`src/design/dfq_pkg.sv`:
```
// shared codes and controller/datapath interface types of the dedup queue
package dfq_pkg;

  // action codes of an input word
  localparam logic [1:0] ACT_PUSH = 2'd0;
  localparam logic [1:0] ACT_POP  = 2'd1;
  localparam logic [1:0] ACT_PEEK = 2'd2;

  // result status codes
  typedef enum logic [1:0] {
    STS_DONE  = 2'd0,
    STS_DUP   = 2'd1,
    STS_FULL  = 2'd2,
    STS_EMPTY = 2'd3
  } dfq_status_t;

  // commands from controller to datapath
  typedef struct packed {
    logic        load;        // capture accepted word
    logic        scan_start;  // begin duplicate search at head
    logic        scan_step;   // advance duplicate search
    logic        push;        // write value at tail
    logic        pop;         // drop head
    logic        set_status;  // record result status
    dfq_status_t status;
    logic        head_read;   // fetch head entry
    logic        out_load;    // fill output register
  } dfq_cmd_t;

  // flags from datapath to controller
  typedef struct packed {
    logic is_push;
    logic is_pop;
    logic empty;
    logic full;
    logic scan_hit;
    logic scan_over;
    logic out_free;
  } dfq_flags_t;

endpackage

```
`src/design/dfq_ctrl.sv`:
```
// controller state machine of the dedup queue
module dfq_ctrl
  import dfq_pkg::*;
(
  input  logic       clk,
  input  logic       rst_n,
  input  logic       in_valid,
  output logic       in_ready,
  input  dfq_flags_t flags,
  output dfq_cmd_t   cmd
);

  typedef enum logic [4:0] {
    S_IDLE   = 5'b00001,
    S_UPDATE = 5'b00010,
    S_SCAN   = 5'b00100,
    S_HEAD   = 5'b01000,
    S_FINISH = 5'b10000
  } dfq_state_t;

  dfq_state_t state_r, state_nxt;

  always_ff @(posedge clk) begin
    if (!rst_n) begin
      state_r <= S_IDLE;
    end else begin
      state_r <= state_nxt;
    end
  end

  // no word is taken while reset is held
  assign in_ready = rst_n && (state_r == S_IDLE);

  always_comb begin
    state_nxt = state_r;
    cmd       = '0;
    cmd.status = STS_DONE;
    case (state_r)
      S_IDLE: begin
        if (in_valid) begin
          cmd.load  = 1'b1;
          state_nxt = S_UPDATE;
        end
      end
      S_UPDATE: begin
        if (flags.is_push) begin
          cmd.scan_start = 1'b1;
          state_nxt      = S_SCAN;
        end else begin
          cmd.set_status = 1'b1;
          if (flags.is_pop && flags.empty) begin
            cmd.status = STS_EMPTY;
          end else if (flags.is_pop) begin
            cmd.pop = 1'b1;
          end
          state_nxt = S_HEAD;
        end
      end
      S_SCAN: begin
        cmd.scan_step = 1'b1;
        if (flags.scan_hit) begin
          cmd.set_status = 1'b1;
          cmd.status     = STS_DUP;
          state_nxt      = S_HEAD;
        end else if (flags.scan_over) begin
          cmd.set_status = 1'b1;
          if (flags.full) begin
            cmd.status = STS_FULL;
          end else begin
            cmd.push = 1'b1;
          end
          state_nxt = S_HEAD;
        end
      end
      S_HEAD: begin
        cmd.head_read = 1'b1;
        state_nxt     = S_FINISH;
      end
      S_FINISH: begin
        if (flags.out_free) begin
          cmd.out_load = 1'b1;
          state_nxt    = S_IDLE;
        end
      end
      default: begin
        state_nxt = S_IDLE;
      end
    endcase
  end

endmodule

```
`src/design/dfq_datapath.sv`:
```
// ring store, pointers, duplicate search and output register of the dedup queue
module dfq_datapath
  import dfq_pkg::*;
#(
  parameter int DEPTH       = 16,
  parameter int VALUE_WIDTH = 32
) (
  input  logic        clk,
  input  logic        rst_n,
  input  logic [1:0]  in_action,
  input  logic [31:0] in_value,
  input  dfq_cmd_t    cmd,
  output dfq_flags_t  flags,
  output logic        out_valid,
  input  logic        out_ready,
  output logic [1:0]  out_status,
  output logic [31:0] out_head_value,
  output logic        out_head_valid,
  output logic [4:0]  out_occupancy
);

  localparam int IDX_W = $clog2(DEPTH);
  localparam int CNT_W = $clog2(DEPTH + 1);
  localparam logic [IDX_W-1:0] LAST_IDX = IDX_W'(DEPTH - 1);
  localparam logic [CNT_W-1:0] FULL_CNT = CNT_W'(DEPTH);

  logic [VALUE_WIDTH-1:0] mem [DEPTH];

  logic [1:0]             action_r;
  logic [VALUE_WIDTH-1:0] value_r;
  logic [IDX_W-1:0]       head_r, head_nxt;
  logic [IDX_W-1:0]       tail_r, tail_nxt;
  logic [CNT_W-1:0]       count_r, count_nxt;
  logic [IDX_W-1:0]       scan_idx_r, scan_idx_nxt;
  logic [CNT_W-1:0]       scan_left_r, scan_left_nxt;
  logic                   cmp_vld_r, cmp_vld_nxt;
  logic [VALUE_WIDTH-1:0] rd_data_r;
  dfq_status_t            status_r;

  logic                   out_valid_r;
  logic [1:0]             out_status_r;
  logic [31:0]            out_head_value_r;
  logic                   out_head_valid_r;
  logic [4:0]             out_occupancy_r;

  logic                   rd_en;
  logic [IDX_W-1:0]       rd_addr;
  logic [63:0]            in_ext;
  logic [63:0]            head_ext;
  logic [31:0]            cnt_ext;

  function automatic logic [IDX_W-1:0] ring_next(input logic [IDX_W-1:0] idx);
    ring_next = (idx == LAST_IDX) ? '0 : idx + 1'b1;
  endfunction

  assign in_ext   = 64'(in_value);
  assign head_ext = 64'(rd_data_r);
  assign cnt_ext  = 32'(count_r);

  // one read port shared by the search and the head fetch
  assign rd_en   = cmd.head_read || (cmd.scan_step && (scan_left_r != '0));
  assign rd_addr = cmd.head_read ? head_r : scan_idx_r;

  always_ff @(posedge clk) begin
    if (cmd.push) begin
      mem[tail_r] <= value_r;
    end
    if (rd_en) begin
      rd_data_r <= mem[rd_addr];
    end
  end

  always_comb begin
    head_nxt      = head_r;
    tail_nxt      = tail_r;
    count_nxt     = count_r;
    scan_idx_nxt  = scan_idx_r;
    scan_left_nxt = scan_left_r;
    cmp_vld_nxt   = cmp_vld_r;
    if (cmd.push) begin
      tail_nxt  = ring_next(tail_r);
      count_nxt = count_r + 1'b1;
    end else if (cmd.pop) begin
      head_nxt  = ring_next(head_r);
      count_nxt = count_r - 1'b1;
    end
    if (cmd.scan_start) begin
      scan_idx_nxt  = head_r;
      scan_left_nxt = count_r;
      cmp_vld_nxt   = 1'b0;
    end else if (cmd.scan_step) begin
      cmp_vld_nxt = (scan_left_r != '0);
      if (scan_left_r != '0) begin
        scan_idx_nxt  = ring_next(scan_idx_r);
        scan_left_nxt = scan_left_r - 1'b1;
      end
    end
  end

  always_ff @(posedge clk) begin
    if (!rst_n) begin
      head_r      <= '0;
      tail_r      <= '0;
      count_r     <= '0;
      scan_idx_r  <= '0;
      scan_left_r <= '0;
      cmp_vld_r   <= 1'b0;
      out_valid_r <= 1'b0;
    end else begin
      head_r      <= head_nxt;
      tail_r      <= tail_nxt;
      count_r     <= count_nxt;
      scan_idx_r  <= scan_idx_nxt;
      scan_left_r <= scan_left_nxt;
      cmp_vld_r   <= cmp_vld_nxt;
      if (cmd.out_load) begin
        out_valid_r <= 1'b1;
      end else if (out_ready) begin
        out_valid_r <= 1'b0;
      end
    end
  end

  always_ff @(posedge clk) begin
    if (cmd.load) begin
      action_r <= in_action;
      value_r  <= in_ext[VALUE_WIDTH-1:0];
    end
    if (cmd.set_status) begin
      status_r <= cmd.status;
    end
    if (cmd.out_load) begin
      out_status_r     <= status_r;
      out_head_value_r <= (count_r != '0) ? head_ext[31:0] : '0;
      out_head_valid_r <= (count_r != '0);
      out_occupancy_r  <= cnt_ext[4:0];
    end
  end

  assign flags.is_push   = (action_r == ACT_PUSH);
  assign flags.is_pop    = (action_r == ACT_POP);
  assign flags.empty     = (count_r == '0);
  assign flags.full      = (count_r == FULL_CNT);
  assign flags.scan_hit  = cmp_vld_r && (rd_data_r == value_r);
  assign flags.scan_over = (scan_left_r == '0) && !cmp_vld_r;
  assign flags.out_free  = !out_valid_r || out_ready;

  assign out_valid      = out_valid_r;
  assign out_status     = out_status_r;
  assign out_head_value = out_head_value_r;
  assign out_head_valid = out_head_valid_r;
  assign out_occupancy  = out_occupancy_r;

endmodule

```
`src/design/dedup_fifo_queue.sv`:
```
// sequence: pop and peek words go through update, head fetch and finish steps
// before the result word loads; a push runs the duplicate search between update
// and head fetch (the search reads one entry per cycle), and a hit ends it early
// throughput: one word at a time; next accept in the cycle after the result loads,
// a stalled result word holds the finish step until the output register frees
// reset: synchronous active-low rst_n empties the queue and holds in_ready low;
// store contents stay undefined; an empty queue reports a zero head value
module dedup_fifo_queue
  import dfq_pkg::*;
#(
  parameter int DEPTH       = 16,
  parameter int VALUE_WIDTH = 32
) (
  input  logic        clk,
  input  logic        rst_n,
  // input word channel
  input  logic        in_valid,
  output logic        in_ready,
  input  logic [1:0]  in_action,
  input  logic [31:0] in_value,
  // result word channel
  output logic        out_valid,
  input  logic        out_ready,
  output logic [1:0]  out_status,
  output logic [31:0] out_head_value,
  output logic        out_head_valid,
  output logic [4:0]  out_occupancy
);

  // control path: sequencer walks update, search (push only), head fetch, result load
  dfq_cmd_t   cmd;
  dfq_flags_t flags;

  dfq_ctrl u_ctrl (
    .clk      (clk),
    .rst_n    (rst_n),
    .in_valid (in_valid),
    .in_ready (in_ready),
    .flags    (flags),
    .cmd      (cmd)
  );

  // data path: ring store with one read port, pointers, output register
  dfq_datapath #(
    .DEPTH       (DEPTH),
    .VALUE_WIDTH (VALUE_WIDTH)
  ) u_datapath (
    .clk            (clk),
    .rst_n          (rst_n),
    .in_action      (in_action),
    .in_value       (in_value),
    .cmd            (cmd),
    .flags          (flags),
    .out_valid      (out_valid),
    .out_ready      (out_ready),
    .out_status     (out_status),
    .out_head_value (out_head_value),
    .out_head_valid (out_head_valid),
    .out_occupancy  (out_occupancy)
  );

endmodule

```
`config.mk`:
```
export PLATFORM = sky130hd
export DESIGN_NAME = dedup_fifo_queue
export DESIGN_NICKNAME = d
export VERILOG_FILES = /design/src/design/dfq_pkg.sv /design/src/design/dfq_ctrl.sv /design/src/design/dfq_datapath.sv /design/src/design/dedup_fifo_queue.sv
export SDC_FILE = /design/constraint.sdc
export NUM_CORES = 1
export LEC_CHECK = 0
export ABC_CLOCK_PERIOD_IN_PS = 5500
export BUFFER_PORTS_ARGS = -buffer_cell sky130_fd_sc_hd__buf_4
export CAP_MARGIN = 40
export CELL_PAD_IN_SITES_DETAIL_PLACEMENT = 1
export CELL_PAD_IN_SITES_GLOBAL_PLACEMENT = 1
export CORE_AREA = 5 5 191 286
export CTS_CLUSTER_DIAMETER = 40
export DETAILED_ROUTE_END_ITERATION = 10
export DIE_AREA = 0 0 196 291
export GPL_ROUTABILITY_DRIVEN = 0
export GPL_TIMING_DRIVEN = 0
export PLACE_DENSITY = 0.85
export REMOVE_ABC_BUFFERS = 1
export SLEW_MARGIN = 40
export SYNTH_ARGS = -nofsm -noshare
export SYNTH_HDL_FRONTEND = slang
export SYNTH_SLANG_ARGS = --single-unit
```
`constraint.sdc`:
```
create_clock -name clk -period 5.5 [get_ports clk]
set_clock_uncertainty 0.05 [all_clocks]
set_input_delay 0.55 -clock clk [delete_from_list [all_inputs] [get_ports clk]]
set_output_delay 0.55 -clock clk [all_outputs]
set_load 0.03 [all_outputs]
```
## Word level (Yosys, flattened, before mapping)

Memory sizes are Yosys's and may differ from the RTL's. A register that Yosys moved wholly into a read port is not among the register bits.
Index checks and enable logic that the tools add are counted.

- Register bits: 105
- Bits in writable memories: 512
- Bits of input ports: 38
- Logic and storage cells: 102
- Memories: 1

- Add/subtract/negate cells: 6
- Equality and inequality tests: 14
- Muxes and demuxes: 42
- Bitwise logic cells: 2
- Reduce and logical (&&, ||, !) cells: 22

Memories:

| memory | depth | bits a word | read ports | clocked after Yosys merged registers in | write ports | RTL line | text |
|---|---|---|---|---|---|---|---|
| u_datapath.mem | 16 | 32 | 1 | 1 | 1 | dfq_datapath.sv:27 | `logic [VALUE_WIDTH-1:0] mem [DEPTH];` |

Operators by type and width:

| kind | number |
|---|---|
| 2-to-1 mux 5 bit | 9 |
| 2-to-1 mux 4 bit | 9 |
| equality test 32 bit | 1 |
| case mux 5 bit (5 select lines) | 1 |
| 2-to-1 mux 1 bit | 17 |
| adder 4 x 1 -> 4 bit, second input constant | 3 |
| equality test 4 bit, second input constant | 3 |
| equality test 5 bit, second input constant | 2 |
| zero test 5 bit | 2 |
| nonzero test 5 bit | 2 |
| subtractor 5 x 1 -> 5 bit, second input constant | 2 |
| nonzero test 2 bit | 4 |
| 2-to-1 mux 2 bit | 3 |
| 2-to-1 mux 3 bit | 2 |
| case mux 3 bit (2 select lines) | 1 |
| adder 5 x 1 -> 5 bit, second input constant | 1 |
| equality test 5 x 1 -> 1 bit, second input constant | 1 |
| equality test 5 x 2 -> 1 bit, second input constant | 1 |
| equality test 5 x 3 -> 1 bit, second input constant | 1 |
| equality test 5 x 4 -> 1 bit, second input constant | 1 |
| logical AND 1 bit | 5 |
| inequality test 2 bit, second input constant | 2 |
| AND reduction 2 bit | 2 |
| inequality test 3 bit, second input constant | 1 |
| other kinds (7) | 10 |

## Longest topological paths before layout

Gate-level depths: netlist of run 1.

- Depth after elaboration: 7
- Mapped depth: 11
- Gate-level depth less buffers: 11

## Cells and area by module

From an unflattened synthesis of run 1, not the netlist that was laid out.

- Cells, all modules: 1,414
- Area, all modules: 24,990.2 µm²

Modules (own cells, without submodules):

| module | times used | cells an instance | area each (µm²) |
|---|---|---|---|
| dfq_datapath | 1 | 1,361 | 24,573.6 |
| dfq_ctrl | 1 | 53 | 416.6 |

## Worst setup path before layout of run 1

No wires, ideal clock.

- Path kind: flip-flop to flip-flop
- Start point: register u_datapath.scan_left_r[0]
- End point: memory u_datapath.mem[3][0] (enable)
- Arrival time: 4.004 ns
- Required time: 4.989 ns
- Setup slack: 0.985 ns
- Cell stages (with the launch flop): 7
- Path buffers: 0
- Period minus slack after synthesis: 4.515 ns
- Path through: dfxtp_1 > inv_1 > ha_1 > or4b_4 > a2111oi_4 > nand2_1 > nor3_1

- Cells in the longest elaborated chain, start to end: 7

RTL lines:

| what | RTL line | text |
|---|---|---|
| start, declared | dfq_datapath.sv:35 | `logic [CNT_W-1:0] scan_left_r, scan_left_nxt;` |
| start signal, assigned | dfq_datapath.sv:114 | `scan_left_r <= scan_left_nxt;` |
| zero test 5 bit | dfq_datapath.sv:145 | `assign flags.scan_over = (scan_left_r == '0) && !cmp_vld_r;` |
| logical AND 1 bit | dfq_datapath.sv:145 |  |
| 2-to-1 mux 1 bit | dfq_ctrl.sv:65 | `end else if (flags.scan_over) begin` |
| 2-to-1 mux 1 bit | dfq_ctrl.sv:61 | `if (flags.scan_hit) begin` |
| 2-to-1 mux 2 bit | dfq_ctrl.sv:38 | `case (state_r)` |
| 2-to-1 mux 1 bit | dfq_datapath.sv:65 | `if (cmd.push) begin` |
| 2-to-1 mux 1 bit (implied by the code) | dfq_datapath.sv:66 | `mem[tail_r] <= value_r;` |
| end, declared | dfq_datapath.sv:27 |  |

Every way passes these cells.

## Final worst setup path of run 1

- Start point: register u_ctrl.state_r[4]
- End point: memory u_datapath.mem[2][23] (enable)

- Cells in the longest elaborated chain, start to end: 4

RTL lines:

| what | RTL line | text |
|---|---|---|
| start, declared | dfq_ctrl.sv:21 | `dfq_state_t state_r, state_nxt;` |
| start signal, assigned | dfq_ctrl.sv:27 | `state_r <= state_nxt;` |
| equality test 5 x 3 -> 1 bit | dfq_ctrl.sv:38 |  |
| 2-to-1 mux 2 bit | dfq_ctrl.sv:38 |  |
| 2-to-1 mux 1 bit | dfq_datapath.sv:65 |  |
| 2-to-1 mux 1 bit (implied by the code) | dfq_datapath.sv:66 |  |

Every way passes these cells.

==> results.cfg, run 1 <==
[critical_path]
cp_slowest_cell = a2111oi_4
worst_ep_arrival_time_ns = 4.55
cp-endpoint = u_datapath.mem[2][23]
path_cells = nor3_2 > nand3b_2 > a2111oi_4 > nand2_1 > nor3_2 > buf_2 > buf_2
startpoint = u_ctrl.state_r[4]
critical-path-max-stage-delay_ns = 0.87
rr_worst_depth = 7
worst_ep_required_time_ns = 5.74
path_max_fanout = 10
start_kind = flip-flop
r2r_start = u_ctrl.state_r[4]
endpoint_kind = flip-flop
rrSetupSlack_ns = 1.19
worstSetupPathType = reg2reg
r2r-end = u_datapath.mem[2][23]

[routing]
routed_via_density = 6.98
wl_per_cell_um = 34.8
first_iter_violations = 2724
wirelength_um = 95300
drt_pass1_iterations = 6
drc = 0
ant_nets = 0
vias = 19120

[timing]
fin_crit_sh = 0.784
maxSlewViolCount = 0
period_minus_slack_ns = 4.31
fmax_ghz = 0.232
rsz0062_at_grt = no
final_hold_viol_count = 0
finalSetupViolations = 0
tns_ns = 0
slew_headroom = 0.414
tightest_slew_ns = 0.879

[yosys]
yosysSeqAreaShare = 0.721
async_flop_share = 0
synth_fa_ha_area_frac = 0.00592
ys_ff_latch = 649
synth_top_family_by_area = compound AO/OA/AOI/OAI gates
synth_xor_area_frac = 0.0125
yosys_warnings = 0
synthMuxAreaShare = 0.0395
synth_enable_flop_cells = 620
synth-simple-area-share = 0.0716
synth_compound_area_frac = 0.121
syn_area_um2 = 26600
avgSynthCellArea_um2 = 14.2
syn_inst = 1874
ys_types = 53
synth_ff_type = edfxtp_1

[layout]
layout_common_cells = edfxtp_1 (620), nand2_1 (212), o21ai_0 (105), buf_4 (98), a21oi_1 (86)
num_antenna_cells = 0
final_cell_area_um2 = 31800
fillers = 4812
final_nets = 2055
postLayoutCoreUtil = 0.611
instances_no_fill = 2738
syn_to_final_growth_pct = 19.6
drive_above_1_share = 0.186
final_common_cell = edfxtp_1

[clocking]
cts_resized = 0
cts_buffer_depth = 3
cts_tree = done
root_buffer = clkbuf_16
h-tree-depth = 3
cts_setup_buffers = 0
cts_hold_buf = 0
cts_sinks = 649
clk_latency_ns = 0.61
cts_buffers = 67
clk_pin_slew_ns = 0.06

[die]
pin_count = 80
coreArea_um2 = 52100
die_x_um = 196
die-area_um2 = 57000
initial_utilization = 0.511
row_count = 103
die_y_um = 291

[global_routing]
antenna_found_initial = 2
grt_pass1_vias = 20386
grt_pass1_wl_um = 139000
busiest_layer = met2
grt_usage = 0.329
gr-usage-met2 = 0.531
use_met3 = 0.0666
grt_overflow = 0
grt_max_degree = 57
grt_util_met1 = 0.397

[placed_design]
place_inst = 2618
dpl.hpwl_um = 56400
detailed_place.area_um2 = 29500
portBuffers = 79

[min_path]
min_path_type = in2reg

[power_and_ir_drop]
ir_drop_uv = 242
p_leak_nw = 10.6
powerDensity_nw_per_um2 = 336

[status]
outcome = finished clean

[flow_run]
maxCapViolations = 0
layout make-up:
class                   instances  area (µm²)  share of cell area
clock inverters                40         467              0.0147
clock buffers                  80        1810              0.0569
repair buffers                190        2270              0.0714
flip-flops and latches        649       19200               0.604
well taps                     682         853              0.0268
multi-input cells            1033        6970               0.219
inverters                      64         240             0.00755
synthesized netlist by cell type (all sizes together) (3+ instances only):
| cell | count | share of area |
|---|---|---|
| nand4 | 4 | 0.00094 |
| nand2 | 216 | 0.030 |
| nor2b | 5 | 0.0012 |
| a221oi | 4 | 0.0013 |
| a211o | 8 | 0.0026 |
| nand3b | 4 | 0.0013 |
| edfxtp | 620 | 0.70 |
| o32ai | 24 | 0.0079 |
| a32oi | 33 | 0.011 |
| nand4b | 3 | 0.00099 |
| nand2b | 6 | 0.0014 |
| nand3 | 65 | 0.012 |
| mux2i | 59 | 0.022 |
| nor4 | 6 | 0.0014 |
| ha | 11 | 0.0052 |
| o311ai | 8 | 0.0026 |
| and2 | 36 | 0.0085 |
| a41o | 24 | 0.0090 |
| buf | 36 | 0.0064 |
| xor2 | 20 | 0.0066 |
| nor2 | 42 | 0.0062 |
| nor3 | 20 | 0.0041 |
| a31oi | 20 | 0.0047 |
| o31ai | 3 | 0.00085 |
| o221ai | 33 | 0.011 |
| inv | 64 | 0.0090 |
| a211oi | 57 | 0.016 |
| dfxtp | 29 | 0.022 |
| xnor2 | 18 | 0.0059 |
| o211ai | 49 | 0.014 |
| a21oi | 86 | 0.016 |
| clkbuf | 92 | 0.013 |
| o21ai | 108 | 0.020 |
| or3 | 3 | 0.00071 |
| mux2 | 41 | 0.017 |
stage by stage:
step,hold WS [ns],power (mW),setup slack [ns]
finish,0.0728,10.7,1.19
global route,0.0610,11.0,1.13
CTS,0.0555,10.7,1.26
detailed placement,0.357,5.98,1.37
global placement,0.355,5.92,-10.16
floorplan,0.350,5.80,-3.88
where the power goes:
part	internal, mW	total (mW)	switching, mW
logic	0.0697	0.196	0.126
clock network	2.77	4.81	2.04
registers	5.54	5.69	0.156
flip-flops by register name (all words and copies together) (netlist names), 2 cells and up:
register / cells
u_datapath.action_r: 2
u_datapath.count_r: 5
u_datapath.out_status: 2
u_datapath.mem: 512
u_datapath.out_occupancy: 5
u_datapath.value_r: 32
u_datapath.tail_r: 4
u_datapath.rd_data_r: 32
u_datapath.scan_idx_r: 4
u_datapath.out_head_value: 32
u_ctrl.state_r: 5
u_datapath.status_r: 2
u_datapath.head_r: 4
u_datapath.scan_left_r: 5
worst min path at each step:
stage | start | endpoint | slack, ns | cells after the start
floorplan | u_datapath.status_r[0] | u_datapath.out_status[0] | 0.35 | 0
global placement | u_datapath.status_r[0] | u_datapath.out_status[0] | 0.35 | 0
detailed placement | u_datapath.status_r[0] | u_datapath.out_status[0] | 0.36 | 0
CTS | in_value[18] | u_datapath.value_r[18] | 0.06 | 1
global route | in_value[18] | u_datapath.value_r[18] | 0.06 | 1
finish | in_value[30] | u_datapath.value_r[30] | 0.07 | 1
metal layers:
| layer | wire (µm) | share of wire |
|---|---|---|
| met5 | 20 | 0.00021 |
| met2 | 45500 | 0.48 |
| met3 | 9680 | 0.10 |
| met4 | 7720 | 0.081 |
| met1 | 32400 | 0.34 |
worst max-delay path: cells and delay by family (launching register included):
family,cells,cell delay (ns)
DFF,1,0.35
AOI/OAI and AO/OA,1,0.87
buffers and inverters,2,0.65
and+or+nand+nor,4,2.06
logic make-up after synthesis:
family          Yosys count
xor+xnor                 38
fa+ha+maj                12
buf+inv                 192
compound gates          466
simple gates            417
mux                     100
flops                   649
Note: power is estimated with default switching activity, not from simulation.
==> run 2, diff against run 1 <==
Settings changed: ABC_CLOCK_PERIOD_IN_PS 5500 to 3600, CORE_AREA 5 5 191 286 to 5 5 201 300, DIE_AREA 0 0 196 291 to 0 0 206 305, PLACE_DENSITY 0.85 to 0.82.
Clock period 5.5 ns to 3.6 ns, I/O delays scaled along.
==> run 2 against run 1 <==
Effect of this change:
- non-clock buffer count increased by 53
- worst hold slack improved by 0.013 ns
- critical path depth increased by 3
- sequential cell count unchanged
- setup slack got worse by 1.2 ns
- count of clock-buffer cells in the layout increased by 3
- combinational power increased by 72%
- largest cell class unchanged
==> results.cfg, run 2 (synthesized netlist as in run 1, its figures left out) <==
[status]
outcome = finished clean

[routing]
drt_pass1_iterations = 7
first_iter_violations = 2596
vias = 18899
wl_per_cell_um = 31.5
routed_via_density = 6.55
ant_nets = 0
drc = 0
wirelength_um = 90900

[layout]
final_common_cell = edfxtp_1
layout_common_cells = edfxtp_1 (620), nand2_1 (210), buf_4 (119), o21ai_0 (105), a21oi_1 (86)
num_antenna_cells = 0
final_nets = 2110
regMostFlops = u_datapath.mem
postLayoutCoreUtil = 0.563
final_cell_area_um2 = 32400
largest_reg_flops = 512
drive_above_1_share = 0.191
syn_to_final_growth_pct = 21.6

[critical_path]
worstSetupPathType = reg2reg
critical-path-max-stage-delay_ns = 0.51
path_max_fanout = 9
cp_slowest_cell = or4b_4
worst_ep_required_time_ns = 3.88
cpMostUsedCell = buf_4
worst_ep_arrival_time_ns = 3.87
start_kind = flip-flop
path_cells = inv_1 > ha_1 > or4b_4 > a2111oi_4 > buf_4 > nand2_1 > nor3_4 > buf_2 > buf_4 > buf_4
endpoint_kind = flip-flop

[die]
die_x_um = 206
die_y_um = 305
pin_count = 80
initial_utilization = 0.463
coreArea_um2 = 57400
die-area_um2 = 62800
row_count = 108

[placed_design]
portBuffers = 79
dpl.hpwl_um = 55900
detailed_place.area_um2 = 29600
place_ws_ns = -0.720

[timing]
layout_setup_ws_ns = 0.00629
final_hold_viol_count = 0
slew_headroom = 0.477
tns_ns = 0
period_minus_slack_ns = 3.59
whs_ns = 0.0855
maxSlewViolCount = 0
finalSetupViolations = 0
fin_crit_sh = 0.998
tightest_slew_ns = 0.780
fmax_ghz = 0.278

[power_and_ir_drop]
p_int_mw = 12.5
p_leak_nw = 10.8
pwr-share-comb = 0.021
powerDensity_nw_per_um2 = 496
clockPowerShare = 0.437
p_switching_mw = 3.54
switching_share = 0.221
p_seq_frac = 0.542
ir_drop_uv = 308

[global_routing]
grt_max_degree = 76
grt_usage = 0.282
grt_overflow = 0
grt_pass1_vias = 20172
grt_pass1_wl_um = 132000
antenna_found_initial = 0

[clocking]
root_buffer = clkbuf_16
cts_tree = done
cts_buffer_depth = 3
cts_buffers = 69
cts_sinks = 649
clk_pin_slew_ns = 0.07
h-tree-depth = 3
clk_latency_ns = 0.62

[flow_run]
maxCapViolations = 0

[min_path]
min_path_type = in2reg
run 2: routing by layer:
layer / part of all wire / track usage / vias up
li1: - / - / 7628
met1: 0.35 / 0.341 / 9503
met2: 0.49 / 0.463 / 1386
met3: 0.092 / 0.0515 / 382
met4: 0.072 / 0.181 / 0
met5: 0 / 0 / -
run 2: final timing paths:
check                             endpoint                 startpoint  slack [ns]  cells after the start
setup reg to reg      u_datapath.mem[0][5]  u_datapath.scan_left_r[0]       0.006                     10
hold / removal        u_datapath.out_valid                  out_ready        0.09                      3
setup / recovery      u_datapath.mem[0][5]  u_datapath.scan_left_r[0]       0.006                     10
hold reg to reg   u_datapath.out_status[1]     u_datapath.status_r[1]        0.38                      0
run 2: power by group through the flow:
| stage | combinational, mW | clock [mW] | sequential (mW) |
|---|---|---|---|
| after floorplan | 0.115 | 0 | 8.75 |
| after global placement | 0.234 | 0 | 8.82 |
| after detailed placement | 0.294 | 0 | 8.85 |
| after CTS | 0.334 | 7.05 | 8.69 |
| after global routing | 0.351 | 7.43 | 8.71 |
| final | 0.337 | 7.01 | 8.70 |
run 2: cell type report:
class                      instances  area [µm²]
fill                            5405       25100
clock buffer                      83        1820
sequential                       649       19200
tap                              770         963
inverter                          64         240
clock inverter                    42         370
timing repair buffer             243        2740
multi-input combinational       1033        7010
run 2: per-stage QoR:
step                      instances  total power [mW]
final                          2884              16.0
after global routing           2884              16.5
after CTS                      2871              16.1
after detailed placement       2705              9.14
after global placement         2595              9.06
after floorplan                1746              8.87
run 2: repair_timing:
item                       4_1_cts  5_1_grt
setup endpoints to repair      269       22
pin swaps                        1        5
buffers inserted                 5       13
hold endpoints to repair        38        0
hold buffers                    36        0
gates resized for setup          6        1
run 2: critical path, delay by kind of cell (launching register included):
kind                     cells  cell delay (ns)
buffers and inverters        5             1.08
AND/OR/NAND/NOR              3             1.17
AO/OA/AOI/OAI                1             0.48
flip-flops                   1             0.31
adder cells (fa/ha/maj)      1             0.19
